**config.mk**
```make
export PLATFORM = sky130hd
export DESIGN_NAME = utf8_to_utf16_stream_decoder
export DESIGN_NICKNAME = d
export VERILOG_FILES = /design/src/design/u8u16_pkg.sv /design/src/design/u8u16_decode.sv /design/src/design/u8u16_outq.sv /design/src/design/utf8_to_utf16_stream_decoder.sv
export SDC_FILE = /design/constraint.sdc
export NUM_CORES = 1
export LEC_CHECK = 0
export BUFFER_PORTS_ARGS = -buffer_cell sky130_fd_sc_hd__buf_4
export CAP_MARGIN = 25
export CORE_ASPECT_RATIO = 1.75
export CORE_MARGIN = 5
export CORE_UTILIZATION = 60
export CTS_BUF_LIST = sky130_fd_sc_hd__clkbuf_8
export CTS_CLUSTER_DIAMETER = 60
export DETAILED_ROUTE_END_ITERATION = 16
export PLACE_DENSITY = 0.79
export SYNTH_ARGS = -nofsm -noshare
export SYNTH_HDL_FRONTEND = slang
export SYNTH_SLANG_ARGS = --single-unit
```
**constraint.sdc**
```tcl
create_clock -name i_clk -period 7.7 [get_ports i_clk]
set_input_delay 1.54 -clock i_clk [delete_from_list [all_inputs] [get_ports i_clk]]
set_output_delay 1.54 -clock i_clk [all_outputs]
set_load 0.01 [all_outputs]
```
**src/design/u8u16_pkg.sv**
```systemverilog
// Shared types, constants and decode helpers for the UTF-8 to UTF-16 decoder.
`timescale 1ns / 1ps
`default_nettype none

package u8u16_pkg;

    // Output queue geometry: room for two results per accepted byte and some slack.
    localparam int unsigned QUEUE_DEPTH = 4;
    localparam int unsigned QUEUE_AW    = $clog2(QUEUE_DEPTH);

    // Byte class masks and match values.
    localparam logic [7:0] MASK_LEAD2 = 8'hE0;
    localparam logic [7:0] CODE_LEAD2 = 8'hC0;
    localparam logic [7:0] MASK_LEAD3 = 8'hF0;
    localparam logic [7:0] CODE_LEAD3 = 8'hE0;
    localparam logic [7:0] MASK_CONT  = 8'hC0;
    localparam logic [7:0] CODE_CONT  = 8'h80;

    // Bytes still owed to the open sequence.
    localparam logic [1:0] NEED_NONE = 2'd0;
    localparam logic [1:0] NEED_ONE  = 2'd1;
    localparam logic [1:0] NEED_TWO  = 2'd2;

    // One result item.
    typedef struct packed {
        logic [15:0] code_unit;
        logic        invalid;
        logic        end_of_string;
    } t_result;

    // Sequence state held between bytes.
    typedef struct packed {
        logic [1:0] need;
        logic [9:0] part;
        logic       cont_ok;
    } t_seq;

    // What one byte produces: up to two results and the next sequence state.
    typedef struct packed {
        logic [1:0] count;
        t_result    res0;
        t_result    res1;
        t_seq       seq;
    } t_step;

    function automatic logic is_cont(input logic [7:0] b);
        return (b & MASK_CONT) == CODE_CONT;
    endfunction

    // Decode a byte with no sequence open. Keeps the held payload bits when
    // no new sequence starts, as they are not looked at again.
    function automatic t_step fresh_decode(input logic [7:0] b, input logic last,
                                           input t_seq cur);
        t_step s;
        s.count    = 2'd0;
        s.res0     = '0;
        s.res1     = '0;
        s.seq      = cur;
        s.seq.need = NEED_NONE;
        if (b[7] == 1'b0) begin
            s.count = 2'd1;
            s.res0  = '{code_unit: {8'd0, b}, invalid: 1'b0, end_of_string: last};
        end else if ((b & MASK_LEAD2) == CODE_LEAD2) begin
            if (last) begin
                s.count = 2'd1;
                s.res0  = '{code_unit: 16'd0, invalid: 1'b1, end_of_string: 1'b1};
            end else begin
                s.seq = '{need: NEED_ONE, part: {5'd0, b[4:0]}, cont_ok: 1'b1};
            end
        end else if ((b & MASK_LEAD3) == CODE_LEAD3) begin
            if (last) begin
                s.count = 2'd1;
                s.res0  = '{code_unit: 16'd0, invalid: 1'b1, end_of_string: 1'b1};
            end else begin
                s.seq = '{need: NEED_TWO, part: {6'd0, b[3:0]}, cont_ok: 1'b1};
            end
        end else begin
            s.count = 2'd1;
            s.res0  = '{code_unit: 16'd0, invalid: 1'b1, end_of_string: last};
        end
        return s;
    endfunction

endpackage

`default_nettype wire

```
**src/design/u8u16_decode.sv**
```systemverilog
// Per-byte UTF-8 decode with the open-sequence state registers.
`timescale 1ns / 1ps
`default_nettype none

module u8u16_decode (
    input  wire                    i_clk,
    input  wire                    i_rst_n,
    input  wire                    i_accept,
    input  wire  [7:0]             i_byte,
    input  wire                    i_last,
    output u8u16_pkg::t_step       o_step,
    output logic                   o_open
);
    import u8u16_pkg::*;

    t_seq  r_seq;
    t_step n_step;
    t_step w_fresh;
    t_step w_fresh_last;

    // Both fresh decodes are shallow; the cut-short case needs the one with last forced.
    assign w_fresh      = fresh_decode(i_byte, i_last, r_seq);
    assign w_fresh_last = fresh_decode(i_byte, 1'b1, r_seq);

    // Next results and state from the held sequence and the incoming byte.
    always_comb begin
        n_step = w_fresh;
        case (r_seq.need)
            NEED_TWO: begin
                if (i_last) begin
                    // A three-byte lead cut short: invalid slot, then this byte afresh.
                    n_step       = w_fresh_last;
                    n_step.count = 2'd2;
                    n_step.res0  = '{code_unit: 16'd0, invalid: 1'b1, end_of_string: 1'b0};
                    n_step.res1  = w_fresh_last.res0;
                end else begin
                    n_step.count = 2'd0;
                    n_step.seq   = '{need: NEED_ONE,
                                     part: {r_seq.part[3:0], i_byte[5:0]},
                                     cont_ok: is_cont(i_byte)};
                end
            end
            NEED_ONE: begin
                n_step.count    = 2'd1;
                n_step.res1     = '0;
                n_step.seq      = '{need: NEED_NONE, part: r_seq.part, cont_ok: 1'b1};
                if (r_seq.cont_ok && is_cont(i_byte)) begin
                    n_step.res0 = '{code_unit: {r_seq.part, i_byte[5:0]},
                                    invalid: 1'b0, end_of_string: i_last};
                end else begin
                    n_step.res0 = '{code_unit: 16'd0, invalid: 1'b1,
                                    end_of_string: i_last};
                end
            end
            default: begin
                n_step = w_fresh;
            end
        endcase
    end

    // Sequence state moves on each accepted byte.
    always_ff @(posedge i_clk) begin
        if (!i_rst_n) begin
            r_seq <= '{need: NEED_NONE, part: 10'd0, cont_ok: 1'b1};
        end else if (i_accept) begin
            r_seq <= n_step.seq;
        end
    end

    assign o_step = n_step;
    assign o_open = (r_seq.need == NEED_ONE) || (r_seq.need == NEED_TWO);

endmodule

`default_nettype wire

```
**src/design/u8u16_outq.sv**
```systemverilog
// Small result queue: takes up to two results per cycle and hands out one.
`timescale 1ns / 1ps
`default_nettype none

module u8u16_outq (
    input  wire                                i_clk,
    input  wire                                i_rst_n,
    input  wire                                i_write,
    input  u8u16_pkg::t_step                   i_step,
    input  wire                                i_read,
    output u8u16_pkg::t_result                 o_head,
    output logic [u8u16_pkg::QUEUE_AW:0]       o_count
);
    import u8u16_pkg::*;

    t_result             r_mem [QUEUE_DEPTH];
    logic [QUEUE_AW-1:0] r_wr_ptr;
    logic [QUEUE_AW-1:0] r_rd_ptr;
    logic [QUEUE_AW:0]   r_count;
    logic [QUEUE_AW:0]   w_wr_num;
    logic [QUEUE_AW:0]   w_rd_num;
    logic [QUEUE_AW-1:0] w_wr_ptr1;

    assign w_wr_num  = i_write ? {{(QUEUE_AW - 1){1'b0}}, i_step.count} : '0;
    assign w_rd_num  = {{QUEUE_AW{1'b0}}, i_read};
    assign w_wr_ptr1 = r_wr_ptr + 1'b1;

    // Result storage; the second slot is written only when a byte gives two results.
    always_ff @(posedge i_clk) begin
        if (i_write && (i_step.count != 2'd0)) begin
            r_mem[r_wr_ptr] <= i_step.res0;
        end
        if (i_write && (i_step.count == 2'd2)) begin
            r_mem[w_wr_ptr1] <= i_step.res1;
        end
    end

    // Pointers and fill count.
    always_ff @(posedge i_clk) begin
        if (!i_rst_n) begin
            r_wr_ptr <= '0;
            r_rd_ptr <= '0;
            r_count  <= '0;
        end else begin
            r_wr_ptr <= r_wr_ptr + w_wr_num[QUEUE_AW-1:0];
            r_rd_ptr <= r_rd_ptr + w_rd_num[QUEUE_AW-1:0];
            r_count  <= r_count + w_wr_num - w_rd_num;
        end
    end

    assign o_head  = r_mem[r_rd_ptr];
    assign o_count = r_count;

endmodule

`default_nettype wire

```
**src/design/utf8_to_utf16_stream_decoder.sv**
```systemverilog
// Top level of the UTF-8 to UTF-16 stream decoder.
//
// Input stream: one UTF-8 byte per transfer in s_axis tdata, with tlast on the
// final byte of a string. Output stream: one UTF-16 code unit per transfer in
// m_axis tdata, tuser set when the slot stands for a malformed sequence (the
// unit is then 0), and tlast on the final result of the string.
// A byte is decoded in the cycle it is accepted and its results sit in a
// four-entry output queue from the next cycle. Throughput is one byte per
// cycle while the input is ready. A byte yields zero, one or two results;
// the output side moves one result per cycle while the receiver is ready, so
// a run of bytes that give two results each is paced by the output port. The
// input is ready while the queue has room for two results.
// Reset (synchronous, active low) empties the queue and closes any open
// sequence; no clearing pass is needed. When the receiver stalls, the queue
// fills and the input deasserts ready; nothing is lost or repeated.
`timescale 1ns / 1ps
`default_nettype none

module utf8_to_utf16_stream_decoder (
    input  wire         i_clk,
    input  wire         i_rst_n,
    input  wire         i_s_axis_tvalid,
    output logic        o_s_axis_tready,
    input  wire  [7:0]  i_s_axis_tdata,   // [7:0] in_byte
    input  wire         i_s_axis_tlast,
    output logic        o_m_axis_tvalid,
    input  wire         i_m_axis_tready,
    output logic [15:0] o_m_axis_tdata,   // [15:0] code_unit
    output logic        o_m_axis_tuser,   // [0] invalid
    output logic        o_m_axis_tlast
);
    import u8u16_pkg::*;

    t_step               w_step;
    t_result             w_head;
    logic [QUEUE_AW:0]   w_count;
    logic                w_in_xfer;
    logic                w_out_xfer;
    logic                w_open;

    // Room for the worst case of two results per byte.
    assign o_s_axis_tready = (w_count <= (QUEUE_AW + 1)'(QUEUE_DEPTH - 2));
    assign w_in_xfer       = i_s_axis_tvalid && o_s_axis_tready;
    assign w_out_xfer      = o_m_axis_tvalid && i_m_axis_tready;

    // Byte decode and sequence state.
    u8u16_decode u_decode (
        .i_clk    (i_clk),
        .i_rst_n  (i_rst_n),
        .i_accept (w_in_xfer),
        .i_byte   (i_s_axis_tdata),
        .i_last   (i_s_axis_tlast),
        .o_step   (w_step),
        .o_open   (w_open)
    );

    // Result queue towards the output port.
    u8u16_outq u_outq (
        .i_clk    (i_clk),
        .i_rst_n  (i_rst_n),
        .i_write  (w_in_xfer),
        .i_step   (w_step),
        .i_read   (w_out_xfer),
        .o_head   (w_head),
        .o_count  (w_count)
    );

    assign o_m_axis_tvalid = (w_count != '0);
    assign o_m_axis_tdata  = w_head.code_unit;
    assign o_m_axis_tuser  = w_head.invalid;
    assign o_m_axis_tlast  = w_head.end_of_string;

    // The queue never holds more than it has entries.
    a_queue_bound: assert property (@(posedge i_clk) disable iff (!i_rst_n)
        w_count <= (QUEUE_AW + 1)'(QUEUE_DEPTH))
        else $error("result queue overfilled");

    // A string's final byte always closes any open sequence.
    a_last_closes: assert property (@(posedge i_clk) disable iff (!i_rst_n)
        (w_in_xfer && i_s_axis_tlast) |=> !w_open)
        else $error("sequence left open after final byte");

    // An invalid slot carries a zero code unit.
    a_invalid_zero: assert property (@(posedge i_clk) disable iff (!i_rst_n)
        (o_m_axis_tvalid && o_m_axis_tuser) |-> (o_m_axis_tdata == 16'd0))
        else $error("invalid slot with nonzero code unit");

    // An accepted byte that yields a result is visible on the output next cycle.
    a_latency: assert property (@(posedge i_clk) disable iff (!i_rst_n)
        (w_in_xfer && (w_step.count != 2'd0)) |=> o_m_axis_tvalid)
        else $error("result not presented after decode");

endmodule

`default_nettype wire
```
== Word-level counts from Yosys, hierarchy flattened ==
Memory sizes are Yosys's and may differ from the RTL's. A register that Yosys moved wholly into a read port is not among the register bits.
Index checks and enable logic that the tools add are counted.
Operators by class
  reduce and logical (&&, ||, !) cells: 13
  multiplexer cells: 21
  magnitude comparators: 1
  $add $sub $neg: 5
  bitwise logic cells: 1
  eq/ne operators: 11
Operators by type and width (number)
  one-hot mux 51 bit (2 select lines): 1
  2-to-1 mux 13 bit: 4
  2-to-1 mux 20 bit: 2
  2-to-1 mux 19 bit: 2
  2-to-1 mux 36 bit: 1
  2-to-1 mux 12 bit: 2
  2-to-1 mux 18 bit: 1
  2-to-1 mux 9 bit: 1
  nonzero test 3 bit: 3
  AND reduction 7 bit: 1
  equality test 2 bit (second input constant): 3
  2-to-1 mux 2 bit: 3
  inequality test 2 bit (second input constant): 3
  inequality test 3 bit (second input constant): 2
  AND reduction 6 bit: 1
  logical AND 1 bit: 5
  equality test 4 bit (second input constant): 1
  2-to-1 mux 1 bit: 4
  nonzero test 2 bit: 2
  nonzero test 4 bit: 1
  adder 3 bit: 1
  equality test 3 bit (second input constant): 1
  less-or-equal comparator 3 x 2 -> 1 bit (second input constant): 1
  subtractor 3 x 1 -> 3 bit: 1
  other kinds (5): 5
Word-level totals
  register bits after elaboration: 20
  output and inout port bits: 20
  word-level logic and storage cells: 59
  memories: 1
  input bits: 13
  RAM bits: 72
Memory list
  u_outq.r_mem: words 4, width 18, rd ports 1, clocked after memory_dff 1, wr ports 2, line u8u16_outq.sv:16  | t_result r_mem [QUEUE_DEPTH];

== Logic depth before layout (Yosys ltp) ==
Gate-level depths: netlist of the first run.
  word-level depth: 10
  depth in mapped cells: 11
  gate-level depth less buffers: 11

== Modules after synthesis ==
A second synthesis of the first run with hierarchy kept.
Second synthesis, totals
  cell total of the unflattened synthesis: 386
  area, all modules: 5251.3 sq um
By module, submodules not included
  u8u16_outq: area an instance 3953.8 sq um, cells an instance 222, instances 1, sequential area each 2302.2 sq um
  u8u16_decode: area an instance 1266.2 sq um, cells an instance 160, instances 1, sequential area each 260.2 sq um
  utf8_to_utf16_stream_decoder: area an instance 31.3 sq um, cells an instance 4, instances 1, sequential area each 0.0 sq um

== Worst setup path after synthesis of the first run ==
No wires, ideal clock.
  path type: input to register
  start: in i_s_axis_tlast
  end: reg u_outq.r_count[2], in the netlist u_outq.o_count[2]
  stages on the path: 7
  data arrival time: 3185 ps
  data required time: 7585 ps
  setup time: 115 ps
  path slack: 4400 ps
  cell sequence: buf_1 nand4_1 ha_1 fa_1 xor2_1 xnor2_1 and2_1
On the way
  longest elaborated chain between the ends: 8
  elaborated cells between the ends (all ways): 9
RTL lines
  start, declared: line utf8_to_utf16_stream_decoder.sv:25  | input wire i_s_axis_tlast,
  2-to-1 mux 19 bit: line u8u16_pkg.sv:64, u8u16_pkg.sv:71
  2-to-1 mux 19 bit: line u8u16_pkg.sv:70  | end else if ((b & MASK_LEAD3) == CODE_LEAD3) begin
  2-to-1 mux 20 bit: line u8u16_pkg.sv:63  | end else if ((b & MASK_LEAD2) == CODE_LEAD2) begin
  2-to-1 mux 20 bit: line u8u16_pkg.sv:60  | if (b[7] == 1'b0) begin
  one-hot mux 51 bit (2 select lines) *: line u8u16_decode.sv:28  | case (r_seq.need)
  2-to-1 mux 2 bit *: line u8u16_outq.sv:24  | assign w_wr_num = i_write ? {{(QUEUE_AW - 1){1'b0}}, i_step.count} : '0;
  adder 3 bit *: line u8u16_outq.sv:47  | r_count <= r_count + w_wr_num - w_rd_num;
  subtractor 3 x 1 -> 3 bit *: line u8u16_outq.sv:47
  end signal, assigned: line u8u16_outq.sv:47
  end, declared: line u8u16_outq.sv:19  | logic [QUEUE_AW:0] r_count;
Mark *: on every way between the ends. The rest lies on a longest branch, timed or not.
A chain may end at the register's enable or synchronous reset.

==> results.txt, run 1 <==
- Run status: finished clean
* Post-synthesis cell type count: 50
- Post-synth net total: 471
- Max-cap violations in this run came to 0.
* Remaining design rule violation count: 0
- Horizontal extent of the die: 76.43 µm
* Area of the placeable core: 0.007567 mm²
- Number of cells upsized or downsized after cts: 0
- Layout overhead on the synthesized area: 9.074%
- Buffers inserted during post-CTS setup optimization: 0
- TritonCTS built the clock tree.
* Setup repair after global routing missed its margin: no
- Half-perimeter wire length after detailed placement: 8387 µm
* Number of top-level pins: 33
- The tree is rooted in a sky130_fd_sc_hd__clkbuf_8.
- The slowest stage of the critical path is the sky130_fd_sc_hd__dfxtp_1 cell.
- Walking the worst path, the cells encountered are mux4_2, buf_4.
* Most frequently used flop master after synthesis: sky130_fd_sc_hd__dfxtp_1
* Share of flip-flops with an asynchronous set or reset: 0%
* Gr ovfl total: 0
- Total power for the finished layout comes to 1.184 mW.
- For this run, the slowest stage of the critical path takes 0.99 ns.
- Buffers inserted during clock tree synthesis total 9.
* Crit path launch: u_outq.r_rd_ptr[1]
- Using the TritonRoute via totals, the vias-per-cell ratio works out to 6.633.
- Data required time of the worst path: 6.16 ns
* Clock transition at the register clock pins on the worst setup and hold paths after CTS: 0.09 ns
- The library cells used most frequently in the layout, excluding fill and tap cells, are 64 x sky130_fd_sc_hd__o21ai_0, 56 x sky130_fd_sc_hd__dfxtp_1, 44 x sky130_fd_sc_hd__nand3_1.
- Fin crit period: 3.483 ns
- Post-route non-filler standard cell count: 559
* Measured slew at the worst slew-check pin: 1.005 ns
- Pwr/cell area: 234.3 mW/mm²
- Leaving out fill and tap cells, the most frequent cell in the layout is sky130_fd_sc_hd__o21ai_0.
- The congestion estimate from routability-driven global placement came to 0.9700.
- The via count of the first global-routing pass was 3800.
- A synthesized cell averages 10.30 µm².
* Largest area contributor in the synthesized netlist: sky130_fd_sc_hd__dfxtp_1
- GRT Overall Usage: 25.67%
- The synthesized design contains 36 enable-type register cells.
* Static leakage: 1.678 nW
- Along the worst path, the maximum fanout reaches 19.
* Remaining antenna violation count after routing: 0
- Largest buffer count on any clock path: 2
- For this configuration, the core starts out at a cell density of 61.23%.
- Yosys Warn Count: 0
- Total standard cell area after synthesis: 0.004633 mm²
- Static timing analysis puts the maximum clock frequency at 287.1 MHz.
- Total via count after detailed routing: 3708
- The worst register-to-register path ends at u_outq.o_count[2].
- For the final database, setup skew stands at 0.005675 ns.
- Share of cells above drive strength 1: 17.62%
- Total Negative Setup Slacks: 0 ns
- Across the VDD grid, the largest voltage drop is 0.2453 mV.
* Initial drt markers: 520
* Top cells by area in the synthesized netlist: sky130_fd_sc_hd__dfxtp_1 24%, sky130_fd_sc_hd__edfxtp_1 23%, sky130_fd_sc_hd__mux4_2 8.7%
- The H-tree was split into 3 levels.
- Wires add up to 11870 µm.
- The cell count after synthesis came out at 450.
* Share of the core filled with cells in the final layout: 66.78%
- CP Capture Point: o_m_axis_tdata[15]
- In the final design database the tool counted 487 nets.
- Sequential elements use 47.53% of the synthesized area.
* Startpoint type of the worst setup path: flop
* Number of register bits inferred by synthesis: 92
- Antenna Diode Count: 0
- The initialized floorplan defines 42 standard-cell rows.
- Global-route wire length before repair: 19620 µm
- Number of clock sinks seen by CTS: 92
* DR WL/cell: 21.24 µm
* Number of instances in the placed design: 543
- Area fraction of the dominant cell type after synthesis: 24.20%
- The die covers 0.009648 mm².
* Clk_lat worst skew: 0.36 ns
- Hold buffer count at cts: 0
- The number of slew-limit violations in the final report was 0.
* Slack of the worst reg-to-reg path: 5.02 ns
- Data arrival time at the worst-slack endpoint: 1.94 ns
* Antenna violations before repair: 0
* Y dimension of the die: 126.2 µm
- Remaining max-slew budget at the tightest pin: 32.88%
* Crit Reg-Reg Startpoint: u_decode.r_seq[11]
- Critical Path Sink Type: output port
- The count of buffers added on input and output ports is 32.
* Start-to-end type of the worst setup path: reg2out
- Hold violation count in the final report: 0
* Depth of the most critical reg-to-reg path: 9
* Length of the first detailed-routing pass in iterations: 5
- Setup violations remaining at the end of the flow were counted as 0.
- Hold timing on the final database bottoms out at a slack of 0.4800 ns.
- Entering global routing, the biggest net connects 46 pins.
- The worst path uses 45.23% of the clock period.
- The worst hold path belongs to the class reg2reg.
flip-flops by register name, summed over array words and instances (netlist names):
register,cells
u_decode.r_seq,13
u_outq.o_count,3
u_outq.r_mem,72
u_outq.r_wr_ptr,2
u_outq.r_rd_ptr,2
how the worst min path moves through the flow:
| stage | from | to | depth (start not counted) |
|---|---|---|---|
| 2_1_floorplan | u_outq.r_mem[2][12] | u_outq.r_mem[2][12] | 2 |
| 3_3_place_gp | u_outq.r_mem[3][17] | u_outq.r_mem[3][17] | 2 |
| 3_5_place_dp | u_outq.r_mem[0][13] | u_outq.r_mem[0][13] | 2 |
| 4_1_cts | u_outq.r_mem[0][13] | u_outq.r_mem[0][13] | 2 |
| 5_1_grt | u_outq.r_mem[0][17] | u_outq.r_mem[0][17] | 2 |
| 6_report | u_outq.r_mem[0][13] | u_outq.r_mem[0][13] | 2 |
kinds of logic after synthesis:
family	count (synthesis)	share of synthesized area (%)
simple gates	133	17.23
xor+xnor	5	0.9454
buf+inv	41	3.942
fa+ha+maj	8	2.322
compound gates	151	18.82
mux	20	9.209
flops	92	47.53
layout make-up:
type / instances / area (µm²)
Sequential cell: 92 / 2202
Fill cell: 616 / 2514
Tap cell: 88 / 110.1
Timing Repair Buffer: 37 / 285.3
Multi-Input combinational cell: 317 / 2248
Clock buffer: 10 / 137.6
Clock inverter: 6 / 36.28
Inverter: 9 / 33.78
cell usage after synthesis, drive strengths merged (10+ instances only):
library cell / count
o21ai: 65
dfxtp: 56
nand3: 44
a21oi: 43
edfxtp: 36
a21boi: 25
nand2: 20
mux4: 18
clkbuf: 17
buf: 15
nand4: 12
nor2: 10
critical path, delay by kind of cell, from the launching register on:
family	cells	cell delay [ns]
flip-flops	1	0.99
multiplexers	1	0.43
buffers and inverters	1	0.16
per-layer routing:
layer  track usage, %  up-vias  share of wire [%]
li1                 -     1731                  -
met1            29.03     1786                 35
met3            4.643       31                6.9
met2            46.82      160                 55
met5                0        -                  0
met4            10.50        0                2.4
power by group:
part,switching [mW],total [mW],internal (mW)
sequential,0.0300,0.572,0.542
clock,0.169,0.294,0.125
combinational,0.169,0.318,0.149
total,0.368,1.18,0.817
metrics by stage:
stage	instance area (µm²)	setup WS [ns]
5_1_grt	5054	4.162
3_3_place_gp	4865	4.057
2_1_floorplan	4633	4.400
6_report	5054	4.217
3_5_place_dp	4880	4.004
4_1_cts	5054	4.219
(Power assumes the default switching activity.)
==> run 2, diff against run 1 <==
Clock period 7.7 ns to 3.5 ns, I/O delays scaled along.
==> results.txt, run 2 (synthesis results as in run 1) <==
- The run finished with clean final reports.
- In this run the count of I/O pins placed on the die edge is 33.
- TritonCTS built the clock tree.
- Length of the first detailed-routing pass in iterations: 5
- STA classifies the critical path startpoint as a flop.
- Share of the clock period used by the worst path after layout: 77.42%
- The floorplan has 42 rows.
- Initial drt markers: 427
- Buffers inserted during post-CTS setup optimization: 0
* Tot Pwr: 2.656 mW
* Most frequent cells in the layout: 64 x sky130_fd_sc_hd__o21ai_0, 56 x sky130_fd_sc_hd__dfxtp_1, 44 x sky130_fd_sc_hd__nand3_1
* Sequential cell area: 0.002202 mm²
- Remaining antenna violation count after routing: 0
* Layout overhead on the synthesized area: 9.938%
- Fillers: 617
- Flip-flop count of the largest register, all copies and words added: 72
* Total via count after detailed routing: 3799
- Leaving out fill and tap cells, the most frequent cell in the layout is sky130_fd_sc_hd__o21ai_0.
- Total Negative Setup Slacks: 0 ns
- Once the clock tree was built, the resizer swapped 0 gates to a different size.
- The via count of the first global-routing pass is 3757.
* Root buffer cell: sky130_fd_sc_hd__clkbuf_8
- For this design, the slowest cell found on the critical path is sky130_fd_sc_hd__nor2_1.
* Number of port buffers: 32
- Nets: 492
* Data required time of the worst path: 3.67 ns
* Initial Utilization: 61.23%
- The largest single stage delay on the critical path is 0.57 ns.
- Reported net switching power: 832.6 µW
- Switching Fraction: 31.35%
- After clock tree synthesis, the clock-pin slew on the worst setup and hold paths is 0.09 ns.
- CP Capture Point: u_outq.r_mem[1][2]
* DR WL/cell: 21.04 µm
- The min-delay analysis places its worst path in the category reg2reg.
* Maximum number of pins on one net before global-route repair: 38
- The floorplan step defined a die boundary enclosing 0.009648 mm².
* Number of clock sinks seen by CTS: 92
* Crit Reg-Reg Startpoint: u_decode.r_seq[11]
- No sink is reached through more buffers than the 2 on the longest clock path.
* Hold violation count in the final report: 0
* Remaining max-slew budget at the tightest pin: 31.42%
- IR analysis of the VDD net gives a maximum drop of 0.3783 mV.
* Gpl congestion: 0.9583
* Crit path launch: u_decode.r_seq[11]
* Sequential fraction of design power: 47.3%
- The worst setup path is captured at a flop.
* Post-layout worst setup margin: 0.7901 ns
- The clock reaches the later pin of the worst-skew pair after 0.37 ns.
* Y dimension of the die: 126.2 µm
- H-tree depth reported by CTS: 3
- Finish-stage setup viols: 0
* Setup skew after layout: 0.009926 ns
- For the worst flop-to-flop path, the logic depth is 6.
* Remaining design rule violation count: 0
- Max-slew violations: 0
* DR vias/cell: 6.736
- Antenna violations before repair: 0
- Area of the placeable core: 0.007567 mm²
- Hold buffer count at cts: 0
- Pwr/cell area: 521.5 mW/mm²
* Slack of the worst reg-to-reg path: 0.79 ns
- Number of buffers created by CTS: 9
* Share of cells above drive strength 1: 18.70%
- Biggest register: u_outq.r_mem
* Horizontal extent of the die: 76.43 µm
- The first global-routing pass estimated 19550 µm of wire.
* Post-Place Setup Slack: 0.7904 ns
- STA puts the critical path data arrival time at 2.88 ns.
* Antenna Diode Count: 0
- Static leakage: 1.710 nW
- Fraction of power consumed by the clock network: 25.9%
- After detailed placement, the design holds a cell count of 548.
- Reg-to-Reg End: u_outq.r_mem[1][2]
- Start-to-end type of the worst setup path: reg2reg
* Overall routed net length: 11870 µm
- The signal on the critical path passes through inv_1, ha_1, nand4bb_1, nor2_1, nand2_1, a21boi_0.
- Gr ovfl total: 0
* Half-perimeter wire length after detailed placement: 8303 µm
* Area of the multi-input gates: 0.002248 mm²
* Setup repair after global routing missed its margin: no
- In the global route stage, overall resource usage came out at 25.61%.
* Minimum hold slack: 0.4799 ns
* Post-route non-filler standard cell count: 564
- Across the run, the number of max-cap violations was 0.
- Derived from the worst setup path, the maximum achievable clock frequency is 369.0 MHz.
- The internal power of the cells totals 1.824 mW.
- In this run, the combinational gates consume 26.7% of the power.
- The worst path in the final design needs a cycle of 2.710 ns, including I/O delays and setup.
- Highest net fanout along the worst path: 13
- Measured slew at the worst slew-check pin: 1.027 ns
==> run 2: power by group through the flow <==
stage | logic, mW | clock network, mW | registers, mW
finish | 0.710 | 0.689 | 1.26
global route | 0.779 | 0.745 | 1.27
CTS | 0.714 | 0.694 | 1.26
detailed placement | 0.711 | 0 | 1.28
global placement | 0.698 | 0 | 1.28
floorplan | 0.510 | 0 | 1.24
==> run 2: per-layer routing <==
metal	vias to the layer above	track usage (%)	wire (µm)
met1	1830	29.65	4355
met3	34	5.000	840
met2	189	45.00	6308
met4	0	11.95	361
li1	1746	-	-
met5	-	0	0
==> run 2: how the worst min path moves through the flow <==
stage / from / endpoint / cells past startpoint
global route: u_outq.r_mem[1][12] / u_outq.r_mem[1][12] / 2
detailed placement: u_outq.r_mem[1][12] / u_outq.r_mem[1][12] / 2
finish: u_outq.r_mem[1][13] / u_outq.r_mem[1][13] / 2
CTS: u_outq.r_mem[1][12] / u_outq.r_mem[1][12] / 2
floorplan: u_outq.r_mem[2][12] / u_outq.r_mem[2][12] / 2
global placement: u_outq.r_mem[1][12] / u_outq.r_mem[1][12] / 2
==> run 2: metrics by stage <==
| step | util (%) | cell area, µm² |
|---|---|---|
| 2_1_floorplan | - | 4633 |
| 3_3_place_gp | 64.88 | 4910 |
| 3_5_place_dp | 64.88 | 4910 |
| 4_1_cts | 67.31 | 5094 |
| 5_1_grt | 67.31 | 5094 |
| 6_report | 67.31 | 5094 |
==> run 2: layout make-up <==
type                            count  area share [%]
Clock inverter                      5          0.6387
Inverter                            9          0.6632
Multi-Input combinational cell    317           44.14
Sequential cell                    92           43.23
Tap cell                           88           2.162
Clock buffer                       11           2.972
Timing Repair Buffer               42           6.190
==> run 2: worst max-delay path: cells and delay by family (launching register included) <==
| family | cells | cell delay [ns] |
|---|---|---|
| flip-flops | 1 | 0.36 |
| AO/OA/AOI/OAI | 1 | 0.34 |
| AND/OR/NAND/NOR | 3 | 1.29 |
| buffers and inverters | 1 | 0.05 |
| adder cells (fa/ha/maj) | 1 | 0.46 |
==> run 3, diff against run 2 <==
Clock period 3.5 ns to 2.8 ns, I/O delays scaled along.
==> results.txt, run 3 (synthesis results as in run 1) <==
- Root buffer cell: sky130_fd_sc_hd__clkbuf_8
* Clock transition at the register clock pins on the worst setup and hold paths after CTS: 0.09 ns
* Initial Utilization: 61.23%
- The count of nets left with antenna violations once routing finished came out at 0.
- Remaining design rule violation count: 0
* Data arrival time at the worst-slack endpoint: 2.81 ns
* Achievable clock frequency: 393.5 MHz
* Y dimension of the die: 126.2 µm
- CTS tree: built
- The via count of the first global-routing pass came to 3944.
- In this run the worst path has a maximum fanout of 8.
- Across all register-to-register paths, the minimum setup slack is 0.26 ns.
* Number of cells upsized or downsized after cts: 0
- The worst setup path is captured at a flop.
- The worst register-to-register path begins at u_decode.r_seq[11].
- The number of antenna violations at the first check in global routing came to 0.
- Most common library cell in the layout ignoring fill and taps: sky130_fd_sc_hd__o21ai_0
* Share of cells above drive strength 1: 20.16%
- Floorplan die area: 0.009648 mm²
* Depth of the most critical reg-to-reg path: 9
- Number of buffers created by CTS: 9
* Reg-to-Reg End: u_outq.o_count[2]
- H-tree depth reported by CTS: 3
- Pwr/cell area: 679.3 mW/mm²
- Setup repair after global routing missed its margin: no
- Gpl congestion: 0.8813
* Maximum ir drop on the vdd rail: 0.6322 mV
- More flip-flops sit in one register than any other, and that register is u_outq.r_mem.
- Overall routed net length: 11850 µm
- Global-route wire length before repair: 19510 µm
- The register with the most flip-flops in the layout has 72 of them.
- Before antenna repair, the detailed router went through 6 iterations.
- Global routing consumed, over all layers together, 25.39% of the routing resources.
* Area of the placeable core: 0.007567 mm²
* Worst min-delay path class: reg2reg
- Buffers placed on the I/O ports in this run total 32.
* Half-perimeter wire length after detailed placement: 8379 µm
- Remaining max-slew budget at the tightest pin: 53.66%
* Number of placement rows: 42
- Measured slew at the worst slew-check pin: 0.6878 ns
- Finish-stage setup viols: 0
- CP Capture Point: u_outq.o_count[2]
- In the layout the commonest cells are 64 x sky130_fd_sc_hd__o21ai_0, 56 x sky130_fd_sc_hd__dfxtp_1, 52 x sky130_fd_sc_hd__buf_4.
- Data required time of the worst path: 3.07 ns
- Max-cap violations in this run came to 0.
* Setup skew after layout: 0.01617 ns
* Run status: finished clean
* Total Negative Setup Slacks: 0 ns
- Initial drt markers: 327
- DR WL/cell: 20.64 µm
- Measured along the x axis, the die boundary spans 76.43 µm.
- The number of slew-limit violations in the final report is 0.
* Antenna Diode Count: 0
* Crit path launch: u_decode.r_seq[11]
- At the end of the flow, the number of nets in the layout was 502.
* Buffers inserted during post-CTS setup optimization: 0
* Maximum number of pins on one net before global-route repair: 39
- The analysis attributes to cell leakage a power of 1.789 nW.
- Hold buffer count at cts: 0
- Number of clock sinks seen by CTS: 92
* Clk_lat worst skew: 0.37 ns
* Hold violation count in the final report: 0
- Pin placement for this block handled 33 I/O pins.
- Startpoint type of the worst setup path: flop
* Start-to-end type of the worst setup path: reg2reg
* Largest buffer count on any clock path: 2
* Fin crit period: 2.541 ns
- The worst path uses 90.77% of the clock period.
- The final route contains 3833 vias.
* Gr ovfl total: 0
- Tot Pwr: 3.549 mW
- Layout overhead on the synthesized area: 12.75%
* DR vias/cell: 6.678
run 3: layout make-up:
| class | instances | area, µm² |
|---|---|---|
| timing repair buffer | 52 | 390.4 |
| sequential | 92 | 2202 |
| clock inverter | 7 | 115.1 |
| tap | 88 | 110.1 |
| fill | 595 | 2344 |
| inverter | 9 | 33.78 |
| multi-input combinational | 317 | 2248 |
| clock buffer | 9 | 123.9 |
run 3: worst min path at each step:
stage	from	end	slack, ns	depth (start not counted)
2_1_floorplan	u_outq.r_mem[2][12]	u_outq.r_mem[2][12]	0.45	2
3_3_place_gp	u_outq.r_mem[3][9]	u_outq.r_mem[3][9]	0.46	2
3_5_place_dp	u_outq.r_mem[3][14]	u_outq.r_mem[3][14]	0.47	2
4_1_cts	u_outq.r_mem[3][14]	u_outq.r_mem[3][14]	0.48	2
5_1_grt	i_s_axis_tdata[1]	u_decode.r_seq[2]	0.50	3
6_report	u_outq.r_mem[3][14]	u_outq.r_mem[3][14]	0.48	2
run 3: critical path: stages (launching register included):
cell and delay (ns):
sky130_fd_sc_hd__dfxtp_1 0.36, sky130_fd_sc_hd__inv_1 0.05, sky130_fd_sc_hd__ha_1 0.39, sky130_fd_sc_hd__nor2b_1 0.26, sky130_fd_sc_hd__nand4_1 0.18, sky130_fd_sc_hd__ha_1 0.34, sky130_fd_sc_hd__fa_1 0.44, sky130_fd_sc_hd__xor2_1 0.16
sky130_fd_sc_hd__xnor2_1 0.12, sky130_fd_sc_hd__and2_1 0.15
run 3: metal layers:
layer	routed length [µm]	track usage, %
met1	4085	27.26
met2	6357	44.75
met3	859	6.286
met4	546	14.32
met5	0	0
run 3: power by group:
group          switching (mW)  total (mW)  internal [mW]
sequential             0.0549        1.54           1.49
combinational           0.506       0.935          0.429
clock                   0.476        1.07          0.593
run 3: stage by stage:
stage	util (%)	hold WS, ns	cells	setup WS, ns	instance area (µm²)
after floorplan	-	0.4505	450	0.3376	4633
after global placement	65.87	0.4566	558	0.3354	4985
after detailed placement	65.87	0.4654	558	0.2357	4985
after CTS	69.03	0.4780	574	0.2451	5224
after global routing	69.03	0.4953	574	0.1074	5224
final	69.03	0.4811	574	0.2585	5224
